**src/sv/sitdc_pkg.sv**
```systemverilog
`default_nettype none
package sitdc_pkg;

  // display geometry
  localparam int MAX_DIGITS = 16;
  localparam int POS_W      = 4;
  localparam int CNT_W      = 5;
  localparam int CODE_W     = 4;

  // character codes
  localparam logic [CODE_W-1:0] CODE_BLANK = 4'd10;
  localparam logic [CODE_W-1:0] CODE_MINUS = 4'd11;

  // register reset value
  localparam logic [CNT_W-1:0] DIGITS_RESET = 5'd8;

  // reciprocal of ten, scaled by 2^35
  localparam logic [31:0] RECIP_TEN   = 32'hCCCC_CCCD;
  localparam int          RECIP_SHIFT = 35;

  typedef enum logic [1:0] {
    ST_IDLE,
    ST_MUL,
    ST_DIV,
    ST_EMIT
  } state_t;

  // controller to datapath
  typedef struct packed {
    logic load;
    logic mul;
    logic div;
    logic emit;
  } cmd_t;

  // datapath to controller
  typedef struct packed {
    logic n_zero;
    logic div_done;
    logic emit_last;
  } status_t;

endpackage
`default_nettype wire

```
**src/sv/signed_int_to_digit_codes.sv**
```systemverilog
`default_nettype none
// Formats a signed 32-bit value into digits_in_use display positions (clamped to
// 16; zero gives no results) and sends one character per position, leftmost
// first, each on the out_ ports for exactly one cycle with out_valid high. The
// receiver cannot stall, so it must take every transfer as it appears. An item
// computes d decimal digits (1 to 10, at most n, the position count) one at a
// time on the shared multiply-by-reciprocal divide-by-ten unit, in a multiply
// then a divide state each, then sends the n positions via the output register.
// start is taken while busy is low and the digit count is nonzero; the next
// item can be taken in the cycle the last result is shown. The user must write
// the register through cfg_ only while the block is idle; it is not enforced.
module signed_int_to_digit_codes (
  input  wire logic                          clk,
  input  wire logic                          rst_n,
  input  wire logic                          start,
  output logic                               busy,
  input  wire logic [31:0]                   in_value,
  input  wire logic [sitdc_pkg::POS_W-1:0]   in_point_position,
  input  wire logic                          in_zero_fill,
  output logic                               out_valid,
  output logic [sitdc_pkg::POS_W-1:0]        out_position,
  output logic [sitdc_pkg::CODE_W-1:0]       out_char_code,
  output logic                               out_dot_on,
  output logic                               out_last_digit,
  input  wire logic                          cfg_valid,
  output logic                               cfg_ready,
  input  wire logic [sitdc_pkg::CNT_W-1:0]   cfg_data
);
  import sitdc_pkg::*;

  cmd_t    cmd;
  status_t status;

  // register writes are always taken
  assign cfg_ready = 1'b1;

  // sequencer
  sitdc_ctrl u_ctrl (
    .clk    (clk),
    .rst_n  (rst_n),
    .start  (start),
    .busy   (busy),
    .status (status),
    .cmd    (cmd)
  );

  // conversion and output datapath
  sitdc_dp u_dp (
    .clk               (clk),
    .rst_n             (rst_n),
    .cfg_we            (cfg_valid && cfg_ready),
    .cfg_data          (cfg_data),
    .in_value          (in_value),
    .in_point_position (in_point_position),
    .in_zero_fill      (in_zero_fill),
    .cmd               (cmd),
    .status            (status),
    .out_valid         (out_valid),
    .out_position      (out_position),
    .out_char_code     (out_char_code),
    .out_dot_on        (out_dot_on),
    .out_last_digit    (out_last_digit)
  );

endmodule
`default_nettype wire

```
**src/sv/sitdc_ctrl.sv**
```systemverilog
`default_nettype none
module sitdc_ctrl (
  input  wire logic              clk,
  input  wire logic              rst_n,
  input  wire logic              start,
  output logic                   busy,
  input  wire sitdc_pkg::status_t status,
  output sitdc_pkg::cmd_t        cmd
);
  import sitdc_pkg::*;

  state_t state_r;
  state_t state_nxt;

  // state register
  always_ff @(posedge clk) begin
    if (!rst_n) begin
      state_r <= ST_IDLE;
    end else begin
      state_r <= state_nxt;
    end
  end

  // next state
  always_comb begin
    state_nxt = state_r;
    case (state_r)
      ST_IDLE: begin
        if (start && !status.n_zero) state_nxt = ST_MUL;
      end
      ST_MUL: begin
        state_nxt = ST_DIV;
      end
      ST_DIV: begin
        state_nxt = status.div_done ? ST_EMIT : ST_MUL;
      end
      ST_EMIT: begin
        if (status.emit_last) state_nxt = ST_IDLE;
      end
      default: begin
        state_nxt = ST_IDLE;
      end
    endcase
  end

  // commands
  always_comb begin
    cmd  = '0;
    busy = 1'b1;
    case (state_r)
      ST_IDLE: begin
        busy     = 1'b0;
        cmd.load = start && !status.n_zero;
      end
      ST_MUL: begin
        cmd.mul = 1'b1;
      end
      ST_DIV: begin
        cmd.div = 1'b1;
      end
      ST_EMIT: begin
        cmd.emit = 1'b1;
      end
      default: begin
        busy = 1'b1;
      end
    endcase
  end

endmodule
`default_nettype wire

```
**src/sv/sitdc_dp.sv**
```systemverilog
`default_nettype none
module sitdc_dp (
  input  wire logic                           clk,
  input  wire logic                           rst_n,
  input  wire logic                           cfg_we,
  input  wire logic [sitdc_pkg::CNT_W-1:0]    cfg_data,
  input  wire logic [31:0]                    in_value,
  input  wire logic [sitdc_pkg::POS_W-1:0]    in_point_position,
  input  wire logic                           in_zero_fill,
  input  wire sitdc_pkg::cmd_t                cmd,
  output sitdc_pkg::status_t                  status,
  output logic                                out_valid,
  output logic [sitdc_pkg::POS_W-1:0]         out_position,
  output logic [sitdc_pkg::CODE_W-1:0]        out_char_code,
  output logic                                out_dot_on,
  output logic                                out_last_digit
);
  import sitdc_pkg::*;

  logic [CNT_W-1:0]  digits_r;
  logic [CNT_W-1:0]  n_clamp;
  logic [31:0]       mag_r;
  logic [63:0]       prod_r;
  logic              neg_r;
  logic              fill_r;
  logic [POS_W-1:0]  point_r;
  logic [CNT_W-1:0]  n_r;
  logic [POS_W-1:0]  nm1_r;
  logic [CNT_W-1:0]  count_r;
  logic [CNT_W-1:0]  count_nxt;
  logic [POS_W-1:0]  k_r;
  logic [CODE_W-1:0] dig_r [MAX_DIGITS];

  logic [31:0]       quot;
  logic [31:0]       rem_full;
  logic [POS_W-1:0]  pos_cur;
  logic [CODE_W-1:0] code_cur;

  logic              out_valid_r;
  logic [POS_W-1:0]  out_pos_r;
  logic [CODE_W-1:0] out_code_r;
  logic              out_dot_r;
  logic              out_last_r;

  // digit count register, clamped to the display size
  always_ff @(posedge clk) begin
    if (!rst_n) begin
      digits_r <= DIGITS_RESET;
    end else if (cfg_we) begin
      digits_r <= cfg_data;
    end
  end

  assign n_clamp = (digits_r > CNT_W'(MAX_DIGITS)) ? CNT_W'(MAX_DIGITS) : digits_r;

  // divide by ten: quotient from the registered product, remainder by shift-add
  assign quot      = {3'b000, prod_r[63:RECIP_SHIFT]};
  assign rem_full  = mag_r - ((quot << 3) + (quot << 1));
  assign count_nxt = count_r + CNT_W'(1);

  assign status.n_zero    = (n_clamp == '0);
  assign status.div_done  = (quot == '0) || (count_nxt == n_r);
  assign status.emit_last = (k_r == '0);

  // conversion datapath
  always_ff @(posedge clk) begin
    if (cmd.load) begin
      neg_r   <= in_value[31];
      mag_r   <= in_value[31] ? (32'd0 - in_value) : in_value;
      fill_r  <= in_zero_fill;
      point_r <= in_point_position;
      n_r     <= n_clamp;
      nm1_r   <= POS_W'(n_clamp - CNT_W'(1));
      k_r     <= POS_W'(n_clamp - CNT_W'(1));
      count_r <= '0;
    end
    if (cmd.mul) begin
      prod_r <= mag_r * RECIP_TEN;
    end
    if (cmd.div) begin
      dig_r[count_r[POS_W-1:0]] <= rem_full[CODE_W-1:0];
      mag_r   <= quot;
      count_r <= count_nxt;
    end
    if (cmd.emit) begin
      k_r <= k_r - POS_W'(1);
    end
  end

  // character for the position being sent; k counts from the right
  assign pos_cur = nm1_r - k_r;

  always_comb begin
    if (CNT_W'(k_r) < count_r) begin
      code_cur = dig_r[k_r];
    end else if ((CNT_W'(k_r) == count_r) && neg_r) begin
      code_cur = CODE_MINUS;
    end else if (fill_r) begin
      code_cur = '0;
    end else begin
      code_cur = CODE_BLANK;
    end
  end

  // result strobe
  always_ff @(posedge clk) begin
    if (!rst_n) begin
      out_valid_r <= 1'b0;
    end else begin
      out_valid_r <= cmd.emit;
    end
  end

  // result payload
  always_ff @(posedge clk) begin
    if (cmd.emit) begin
      out_pos_r  <= pos_cur;
      out_code_r <= code_cur;
      out_dot_r  <= (point_r != '0) && (point_r <= nm1_r) && (point_r == pos_cur);
      out_last_r <= (k_r == '0);
    end
  end

  assign out_valid      = out_valid_r;
  assign out_position   = out_pos_r;
  assign out_char_code  = out_code_r;
  assign out_dot_on     = out_dot_r;
  assign out_last_digit = out_last_r;

endmodule
`default_nettype wire
```
**config.mk**
```make
export PLATFORM = sky130hd
export DESIGN_NAME = signed_int_to_digit_codes
export DESIGN_NICKNAME = d
export VERILOG_FILES = /design/src/sv/sitdc_pkg.sv /design/src/sv/signed_int_to_digit_codes.sv /design/src/sv/sitdc_ctrl.sv /design/src/sv/sitdc_dp.sv
export SDC_FILE = /design/constraint.sdc
export NUM_CORES = 1
export LEC_CHECK = 0
export BUFFER_PORTS_ARGS = -buffer_cell sky130_fd_sc_hd__buf_4
export CAP_MARGIN = 20
export CORE_ASPECT_RATIO = 0.6
export CORE_MARGIN = 1.5
export CORE_UTILIZATION = 45
export CTS_CLUSTER_DIAMETER = 200
export DETAILED_ROUTE_END_ITERATION = 12
export PLACE_DENSITY_LB_ADDON = 0.2
export SYNTH_ARGS = -nofsm -noshare
export SYNTH_HDL_FRONTEND = slang
export SYNTH_SLANG_ARGS = --single-unit
```
**constraint.sdc**
```tcl
create_clock -name clk -period 8.7 [get_ports clk]
set_clock_uncertainty 0.15 [all_clocks]
set_input_delay 0.87 -clock clk [delete_from_list [all_inputs] [get_ports clk]]
set_output_delay 0.87 -clock clk [all_outputs]
set_load 0.1 [all_outputs]
```
==> results of run 1 <==
cell type report:
| type | count | area, um^2 | area share (%) |
|---|---|---|---|
| Clock buffer | 17 | 425 | 1.60 |
| Clock inverter | 15 | 201 | 0.759 |
| Inverter | 599 | 2250 | 8.48 |
| Multi-Input combinational cell | 1447 | 17100 | 64.4 |
| Sequential cell | 171 | 4980 | 18.8 |
| Tap cell | 703 | 880 | 3.32 |
| Timing Repair Buffer | 94 | 709 | 2.67 |
metrics by stage:
step	hold WS, ns	cell area (um^2)	instances	util [%]
after CTS	0.402	26500	3039	49.8
after detailed placement	0.403	25800	3007	48.6
after global routing	0.399	26500	3046	49.9
final	0.407	26500	3046	49.9
after floorplan	0.341	24400	2252	-
after global placement	0.382	25800	3006	48.6
worst max path at each step:
| stage | from | end | depth (start not counted) | slack [ns] |
|---|---|---|---|---|
| floorplan | u_dp.mag_r[8]$_DFFE_PP_ | u_dp.prod_r[50]$_DFFE_PN_ | 22 | 1.45 |
| global placement | u_dp.mag_r[18]$_DFFE_PP_ | u_dp.prod_r[56]$_DFFE_PN_ | 24 | 0.49 |
| detailed placement | u_dp.mag_r[8]$_DFFE_PP_ | u_dp.prod_r[50]$_DFFE_PN_ | 21 | 0.47 |
| CTS | u_dp.mag_r[8]$_DFFE_PP_ | u_dp.prod_r[50]$_DFFE_PN_ | 21 | 0.31 |
| global route | u_dp.mag_r[19]$_DFFE_PP_ | u_dp.prod_r[50]$_DFFE_PN_ | 24 | 0.04 |
| finish | u_dp.mag_r[19]$_DFFE_PP_ | u_dp.prod_r[50]$_DFFE_PN_ | 24 | 0.29 |
registers in the layout (all words and copies together) (netlist names), 2 cells and up, named ones only:
signal,flops
u_dp.n_r,5
u_dp.out_position,4
u_dp.out_char_code,4
u_dp.nm1_r,4
u_dp.point_r,4
u_dp.digits_r,5
u_dp.count_r,5
u_dp.mag_r,32
u_dp.k_r,4
u_dp.dig_r,64
u_dp.prod_r,29
u_ctrl.state_r,2
placed cells by master, fill, tap and decap left out, types with 4 or more instances in the layout:
| cell | netlist | layout |
|---|---|---|
| edfxtp_1 | 156 | 156 |
| ha_1 | 370 | 367 |
| buf_4 | 3 | 89 |
| dfxtp_1 | 15 | 15 |
| inv_12 | 0 | 5 |
| clkbuf_4 | 0 | 4 |
| xnor2_1 | 52 | 51 |
| a21oi_1 | 71 | 71 |
| a21o_1 | 40 | 40 |
| and4_1 | 4 | 4 |
| nor2_1 | 38 | 37 |
| a31oi_1 | 8 | 8 |
| mux2i_1 | 7 | 7 |
| nor3b_1 | 4 | 4 |
| nand2_1 | 96 | 96 |
| nor4_1 | 11 | 11 |
| mux4_2 | 20 | 20 |
| nand3_1 | 21 | 21 |
| inv_1 | 599 | 599 |
| nand2b_1 | 7 | 7 |
| o41ai_1 | 6 | 6 |
| xor2_1 | 77 | 77 |
| fa_1 | 387 | 387 |
| inv_8 | 0 | 4 |
| and3_1 | 8 | 8 |
| o21ai_0 | 73 | 73 |
| nor2b_1 | 16 | 14 |
| clkbuf_16 | 0 | 17 |
| and2_1 | 14 | 14 |
| nor3_1 | 25 | 25 |
| o21a_1 | 8 | 8 |
| or4_1 | 5 | 5 |
| nand4_1 | 13 | 13 |
| o31ai_1 | 10 | 10 |
| o21bai_1 | 4 | 4 |
| o22ai_1 | 5 | 5 |
metal layers:
layer	wire, um	vias to the layer above	share of wire, %
met2	25500	869	34
met3	13100	44	17
met1	36500	8461	48
met4	559	4	0.74
met5	320	-	0.42
li1	-	7379	-
cell families (layout without fill, tap and decap cells):
| group | Yosys count | in the layout |
|---|---|---|
| and+or+nand+nor | 279 | 279 |
| muxes | 30 | 30 |
| AOI/OAI and AO/OA | 251 | 251 |
| buffers and inverters | 634 | 725 |
| other | 1 | 1 |
| xor gates and xnor gates | 129 | 129 |
| adders and majority gates | 757 | 757 |
| DFF | 171 | 171 |
critical path, cell delays in order (launching register included):
cell and delay [ns]:
edfxtp_1 0.54, ha_1 0.61, inv_1 0.15, fa_1 0.52, inv_1 0.06, fa_1 0.57, inv_1 0.08, fa_1 0.51
inv_1 0.06, fa_1 0.62, fa_1 0.47, fa_1 0.50, inv_1 0.05, fa_1 0.48, inv_1 0.05, ha_1 0.35
and4_1 0.26, nand2_1 0.13, or4_1 0.53, a31oi_1 0.18, or4_1 0.27, a31oi_1 0.17, o21a_1 0.22, o41ai_1 0.48
xor2_1 0.11
==> reports/qor.yml, run 1 <==
placement:
  port_buffers: 57
  place_congestion: 1.07
  hpwl_mm: 66.8
  preCtsSetupSlack_ns: 0.470
clock_network:
  post_cts.repair.setup_buffers: 0
  cts_tree: "done"
  clock-sinks: 171
  h-tree-depth: 4
  cts-root-buf: "clkbuf_16"
  cts_buffers: 17
  clockBufferDepth: 2
  path_clk_slew_ns: 0.09
  clock_latency_ns: 0.46
  cts-resized-gates: 0
  postCtsHoldBufs: 0
drt:
  wl_per_cell_um: 25.0
  drc: 0
  first_pass_iters: 5
  wl_mm: 76.0
  vias: 16800
  ant_nets: 0
  via_per_inst: 5.50
  drtIter0Drc: 1752
finish:
  n_fill_cell: 4762
  layout-drive-gt1-share_pct: 7.21
  antenna_cells: 0
  nNetsFinal: 3133
  syn_to_final_growth_pct: 8.60
sta:
  setup_violations: 0
  final-max-slew-violation-count: 0
  tightest_slew_ns: 1.13
  setup_ws_ns: 0.294
  rsz0062_at_grt: "false"
  period_minus_slack_ns: 8.41
  relSlewSlack_pct: 23.6
  setup_tns_ns: 0
  hold_viol_final: 0
  fmax_mhz: 119
  min_period_over_period_pct: 96.6
global_route:
  met1_usage_pct: 44.0
  use_met2_pct: 33.1
  grt_pass1_wl_mm: 114
  grt_start_max_net_pins: 64
  grtUsageMet3_pct: 17.7
  grt_pass1_vias: 17400
  grt_usage_pct: 28.6
  top_usage_layer: "met1"
  antenna_found_initial: 0
  overflow: 0
floorplan:
  die_width_um: 304
  die_height_um: 183
  core-area_um2: 53100
  floorplan.rows: 65
  start_util_pct: 46.0
  ios: 59
  fp.dieArea_um2: 55700
setup_path:
  critPathCaptureType: "flop"
  arrival_ns: 8.45
  start_kind: "flop"
  rr_worst_depth: 24
  cp_max_fo: 6
  worstSetupPathType: "flop to flop"
  reg2reg_slack_ns: 0.29
  critPathRequiredTime_ns: 8.74
  reg2reg_from: "u_dp.mag_r[19]$_DFFE_PP_"
  worstReg2RegEnd: "u_dp.prod_r[50]$_DFFE_PN_"
synthesis:
  ys_top_cells_by_area: "fa_1, edfxtp_1, ha_1, inv_1, xor2_1"
  synth.avg_cell_area_um2: 10.8
  synthAdderAreaFrac_pct: 50.7
  synth_area_um2: 24400
  synth_compound_area_share_pct: 6.39
  syn_nets: 3055
  synth_cells: 2252
  yosysTopAreaCell: "fa_1"
  synth_edf_count: 156
  synth-simple-area-share_pct: 5.82
  yosys.cell_types.count: 66
  synth_common_cells: "inv_1, fa_1, ha_1"
  synth-seq-cells: 171
  async_flop_share_pct: 0
  synth_xor_area_share_pct: 4.63
  ys_warn_count: 0
  synth_top_area_share_pct: 31.7
  ys_seq_area_share_pct: 20.4
  synth_top_family_by_area: "adder cells"
  synth_flop_cell: "edfxtp_1"
  yosysMostFrequentCell: "inv_1"
  muxShareOfSynthArea_pct: 2.27
worst_hold_path:
  hp-class: "flop to flop"
  hold_path_depth: 2
  worstHoldEndpoint: "u_dp.digits_r[0]$_SDFFE_PN0P_"
  min_from: "u_dp.digits_r[0]$_SDFFE_PN0P_"
outcome:
  outcome: "completed"
job:
  drv_cap: 0
Power of run 1 is not shown: default switching activity piles up to over one toggle a cycle in this logic, so the estimate is an artifact.
==> run 2: changes to the inputs <==
CAP_MARGIN = 25   (was 20)
REMOVE_ABC_BUFFERS = 1   (was default)
==> run 2 against run 1 <==
Global-route usage grew 0.99 points. Non-clock buffer count grew 6. Worst hold slack lost 0.0015 ns. Largest cell class unchanged. Maximum frequency shrank 1.3%. First-iteration DRC count shrank 7.8%. Flip-flop and latch count is the same. Critical path type unchanged.
==> reports/qor.yml, run 2 (synthesis results as in run 1) <==
outcome:
  outcome: "completed"
drt:
  drc: 0
  vias: 16600
  wl_per_cell_um: 25.7
  ant_nets: 0
  wl_mm: 78.5
  drtIter0Drc: 1616
  via_per_inst: 5.45
  first_pass_iters: 6
global_route:
  overflow: 0
  top_usage_layer: "met1"
  grt_pass1_wl_mm: 117
  grt_pass1_vias: 17600
  grt_start_max_net_pins: 64
  antenna_found_initial: 2
  grtUsageMet3_pct: 21.3
  use_met2_pct: 33.9
  met1_usage_pct: 43.8
  grt_usage_pct: 29.6
clock_network:
  cts_tree: "done"
  clockBufferDepth: 2
  post_cts.repair.setup_buffers: 0
  postCtsHoldBufs: 0
  clock-sinks: 171
  path_clk_slew_ns: 0.08
  cts_buffers: 17
  h-tree-depth: 4
  cts-resized-gates: 0
  cts-root-buf: "clkbuf_16"
  clock_latency_ns: 0.47
finish:
  syn_to_final_growth_pct: 8.79
  n_fill_cell: 4869
  layout_common_cells: "inv_1, fa_1, ha_1, edfxtp_1, nand2_1"
  layout-drive-gt1-share_pct: 7.28
  nNetsFinal: 3139
  largest_reg_flops: 64
  final_common_cell: "inv_1"
setup_path:
  cp_max_fo: 8
  worstSetupPathType: "flop to flop"
  reg2reg_from: "u_dp.mag_r[1]$_DFFE_PP_"
  arrival_ns: 8.55
  critPathRequiredTime_ns: 8.73
  reg2reg_slack_ns: 0.19
  critPathCaptureType: "flop"
  crit_end: "u_dp.prod_r[50]$_DFFE_PN_"
  worstReg2RegEnd: "u_dp.prod_r[50]$_DFFE_PN_"
  crit_start: "u_dp.mag_r[1]$_DFFE_PP_"
  start_kind: "flop"
  rr_worst_depth: 22
job:
  drv_cap: 0
sta:
  hold_viol_final: 0
  tightest_slew_ns: 1.04
  setup_tns_ns: 0
  relSlewSlack_pct: 29.9
  rsz0062_at_grt: "false"
  final-max-slew-violation-count: 0
  min_period_over_period_pct: 97.9
  setup_violations: 0
  fmax_mhz: 117
  period_minus_slack_ns: 8.51
floorplan:
  die_height_um: 183
  floorplan.rows: 65
  ios: 59
  die_width_um: 304
  core-area_um2: 53100
  fp.dieArea_um2: 55700
  start_util_pct: 46.0
placement:
  port_buffers: 57
  place_congestion: 1.05
  hpwl_mm: 69.4
worst_hold_path:
  hp-class: "flop to flop"
-- run 2: cell types whose count changed in the layout (fill, tap and decap cells not counted), moves of 2 or more --
cell | previous run | this run
inv_8 | 4 | 2
ha_2 | 3 | 0
buf_2 | 0 | 2
buf_4 | 89 | 91
inv_6 | 1 | 3
clkbuf_4 | 4 | 6
inv_12 | 5 | 1
ha_1 | 367 | 370
clkinv_8 | 3 | 7
clkinv_4 | 2 | 0
-- run 2: worst max-delay path, cell delays in order (launching register included) --
cell and delay, ns:
edfxtp_1 0.66, ha_1 0.67, xor2_1 0.26, ha_1 0.32, or2_2 0.35, fa_1 0.53, fa_1 0.47, fa_1 0.60
fa_1 0.46, fa_1 0.49, inv_1 0.05, fa_1 0.50, inv_1 0.05, ha_1 0.33, and4_1 0.24, nand2_1 0.13
or4_1 0.56, a31oi_1 0.24, or4_1 0.25, a31oi_1 0.15, o21a_1 0.23, o41ai_1 0.43, xor2_1 0.13
-- run 2: how the worst min path moves through the flow --
stage                                  startpoint                       endpoint  cells after the start  slack (ns)
detailed placement  u_dp.digits_r[1]$_SDFFE_PN0P_  u_dp.digits_r[1]$_SDFFE_PN0P_                      2        0.39
finish              u_dp.digits_r[1]$_SDFFE_PN0P_  u_dp.digits_r[1]$_SDFFE_PN0P_                      2        0.41
global route                 in_point_position[3]      u_dp.point_r[3]$_DFFE_PP_                      1        0.43
global placement    u_dp.digits_r[3]$_SDFFE_PN1P_  u_dp.digits_r[3]$_SDFFE_PN1P_                      2        0.38
floorplan           u_dp.digits_r[3]$_SDFFE_PN1P_  u_dp.digits_r[3]$_SDFFE_PN1P_                      2        0.34
CTS                 u_dp.digits_r[1]$_SDFFE_PN0P_  u_dp.digits_r[1]$_SDFFE_PN0P_                      2        0.40
-- run 2: layout make-up --
cell class / instances / area (um^2) / share of cell area [%]
multi-input combinational: 1447 / 17100 / 64.2
sequential: 171 / 4980 / 18.8
inverter: 599 / 2250 / 8.46
tap: 703 / 880 / 3.31
timing repair buffer: 100 / 753 / 2.83
clock buffer: 17 / 425 / 1.60
clock inverter: 15 / 216 / 0.815
antenna: 1 / 2.50 / 0.00942
-- run 2: routing by layer --
| metal | vias to the layer above | part of all wire, % |
|---|---|---|
| li1 | 7407 | - |
| met1 | 8351 | 47 |
| met2 | 840 | 33 |
| met3 | 43 | 18 |
| met4 | 4 | 0.66 |
| met5 | - | 0.39 |
-- run 2: stage by stage --
step | utilization (%) | hold slack (ns) | area (um^2) | instances | worst slack [ns]
floorplan | - | 0.341 | 24300 | 2217 | 1.49
global placement | 48.6 | 0.380 | 25800 | 3005 | 0.410
detailed placement | 48.7 | 0.392 | 25900 | 3013 | 0.379
CTS | 49.9 | 0.404 | 26500 | 3045 | 0.349
global route | 50.0 | 0.431 | 26600 | 3052 | 0.0820
finish | 50.0 | 0.405 | 26600 | 3053 | 0.185
Power of run 2 is left out for the same reason.
==> run 3: changes to the inputs <==
CTS_BUF_LIST = sky130_fd_sc_hd__clkbuf_8   (was default)
==> run 3 against run 2 <==
Worst hold slack gained 0.00098 ns. Utilization shrank 0.35 points. Critical path type unchanged. First-iteration DRC count grew 1.1%. Critical endpoint unchanged. Sequential share of layout area grew 0.13 points. Non-clock buffer count is the same. Flip-flop and latch count is the same. Maximum frequency grew 0.30%. Highest routed layer unchanged. Final cell count is essentially flat.
==> reports/qor.yml, run 3 (synthesis results as in run 1) <==
drt:
  via_per_inst: 5.45
  wl_mm: 78.5
  vias: 16600
  ant_nets: 0
  first_pass_iters: 5
  drtIter0Drc: 1633
  drc: 0
  wl_per_cell_um: 25.7
finish:
  syn_to_final_growth_pct: 8.03
  layout_common_cells: "inv_1, fa_1, ha_1, edfxtp_1, nand2_1"
  nNetsFinal: 3139
  layout-drive-gt1-share_pct: 7.28
  final_common_cell: "inv_1"
  largest_reg_flops: 64
  fin_cells: 3056
  n_fill_cell: 4894
clock_network:
  clockBufferDepth: 2
  cts-root-buf: "clkbuf_8"
  postCtsHoldBufs: 0
  cts-resized-gates: 0
  cts_buffers: 17
  clock-sinks: 171
  post_cts.repair.setup_buffers: 0
  clock_latency_ns: 0.51
  h-tree-depth: 4
  path_clk_slew_ns: 0.11
  cts_tree: "done"
job:
  drv_cap: 0
floorplan:
  floorplan.rows: 65
  die_height_um: 183
  fp.dieArea_um2: 55700
  core-area_um2: 53100
  die_width_um: 304
  start_util_pct: 46.0
  ios: 59
setup_path:
  cp_max_fo: 8
  worstSetupPathDepth: 22
  critPathBufInv: 2
  arrival_ns: 8.57
  cp_slowest_stage_delay_ns: 0.68
  critPathRequiredTime_ns: 8.78
  critPathCaptureType: "flop"
  crit_family: "adder cells"
  rr_worst_depth: 22
  cp_slowest_cell: "edfxtp_1"
  worstSetupPathType: "flop to flop"
  path_cells: "ha_1, xor2_1, ha_1, or2_2, fa_1, fa_1, fa_1, fa_1, fa_1, inv_1, fa_1, inv_1, ha_1, and4_1, nand2_1, or4_1, a31oi_1, or4_1, a31oi_1, o21a_1, o41ai_1, xor2_1"
  cpMostUsedCell: "fa_1"
  start_kind: "flop"
global_route:
  antenna_found_initial: 4
  grt_pass1_wl_mm: 117
  grt_usage_pct: 29.6
  overflow: 0
  grt_pass1_vias: 17600
  grt_start_max_net_pins: 64
sta:
  min_period_over_period_pct: 97.6
  rsz0062_at_grt: "false"
  hold_viol_final: 0
  period_minus_slack_ns: 8.49
  fmax_mhz: 118
  tightest_slew_ns: 1.08
  relSlewSlack_pct: 27.3
  final-max-slew-violation-count: 0
  setup_tns_ns: 0
  setup_violations: 0
placement:
  hpwl_mm: 69.4
  place_inst: 3013
  place_congestion: 1.05
  port_buffers: 57
worst_hold_path:
  hold_path_depth: 1
  hp-class: "primary input to flop"
outcome:
  outcome: "completed"
run 3: routing by layer:
layer / part of all wire, % / global-route usage [%] / up-vias
met2: 34 / 34.2 / 841
met5: 0.45 / 3.96 / -
met3: 18 / 21.4 / 38
met1: 47 / 43.5 / 8356
met4: 0.49 / 2.65 / 4
li1: - / - / 7408
run 3: worst reg2reg max path, delay by kind of cell (launching register included):
kind	cells	cell delay [ns]
AND/OR/NAND/NOR	5	1.52
AO/OA/AOI/OAI	4	1.04
XOR/XNOR	2	0.38
flip-flops	1	0.68
adder cells (fa/ha/maj)	9	4.36
buffers and inverters	2	0.10
run 3: path summary, 6_finish.rpt:
path	from	end	slack, ns
setup reg to reg	u_dp.mag_r[1]$_DFFE_PP_	u_dp.prod_r[50]$_DFFE_PN_	0.21
hold / removal	in_point_position[3]	u_dp.point_r[3]$_DFFE_PP_	0.41
setup / recovery	u_dp.mag_r[1]$_DFFE_PP_	u_dp.prod_r[50]$_DFFE_PN_	0.21
hold reg to reg	u_dp.digits_r[1]$_SDFFE_PN0P_	u_dp.digits_r[1]$_SDFFE_PN0P_	0.41
run 3: area by class of cell:
class	count	area, um^2	area share, %
clock buffers	17	234	0.887
clock inverters	15	216	0.820
repair buffers	100	753	2.85
flip-flops and latches	171	4980	18.9
diodes	4	10.0	0.0379
multi-input cells	1447	17100	64.7
inverters	599	2250	8.52
well taps	703	880	3.33
run 3: metrics by stage:
step | utilization, % | hold slack (ns) | setup slack, ns | cell area (um^2)
finish | 49.7 | 0.406 | 0.210 | 26400
global route | 49.7 | 0.382 | 0.0842 | 26400
CTS | 49.6 | 0.386 | 0.345 | 26300
detailed placement | 48.7 | 0.392 | 0.379 | 25900
global placement | 48.6 | 0.380 | 0.410 | 25800
floorplan | - | 0.341 | 1.49 | 24300
Power of run 3 is left out for the same reason.
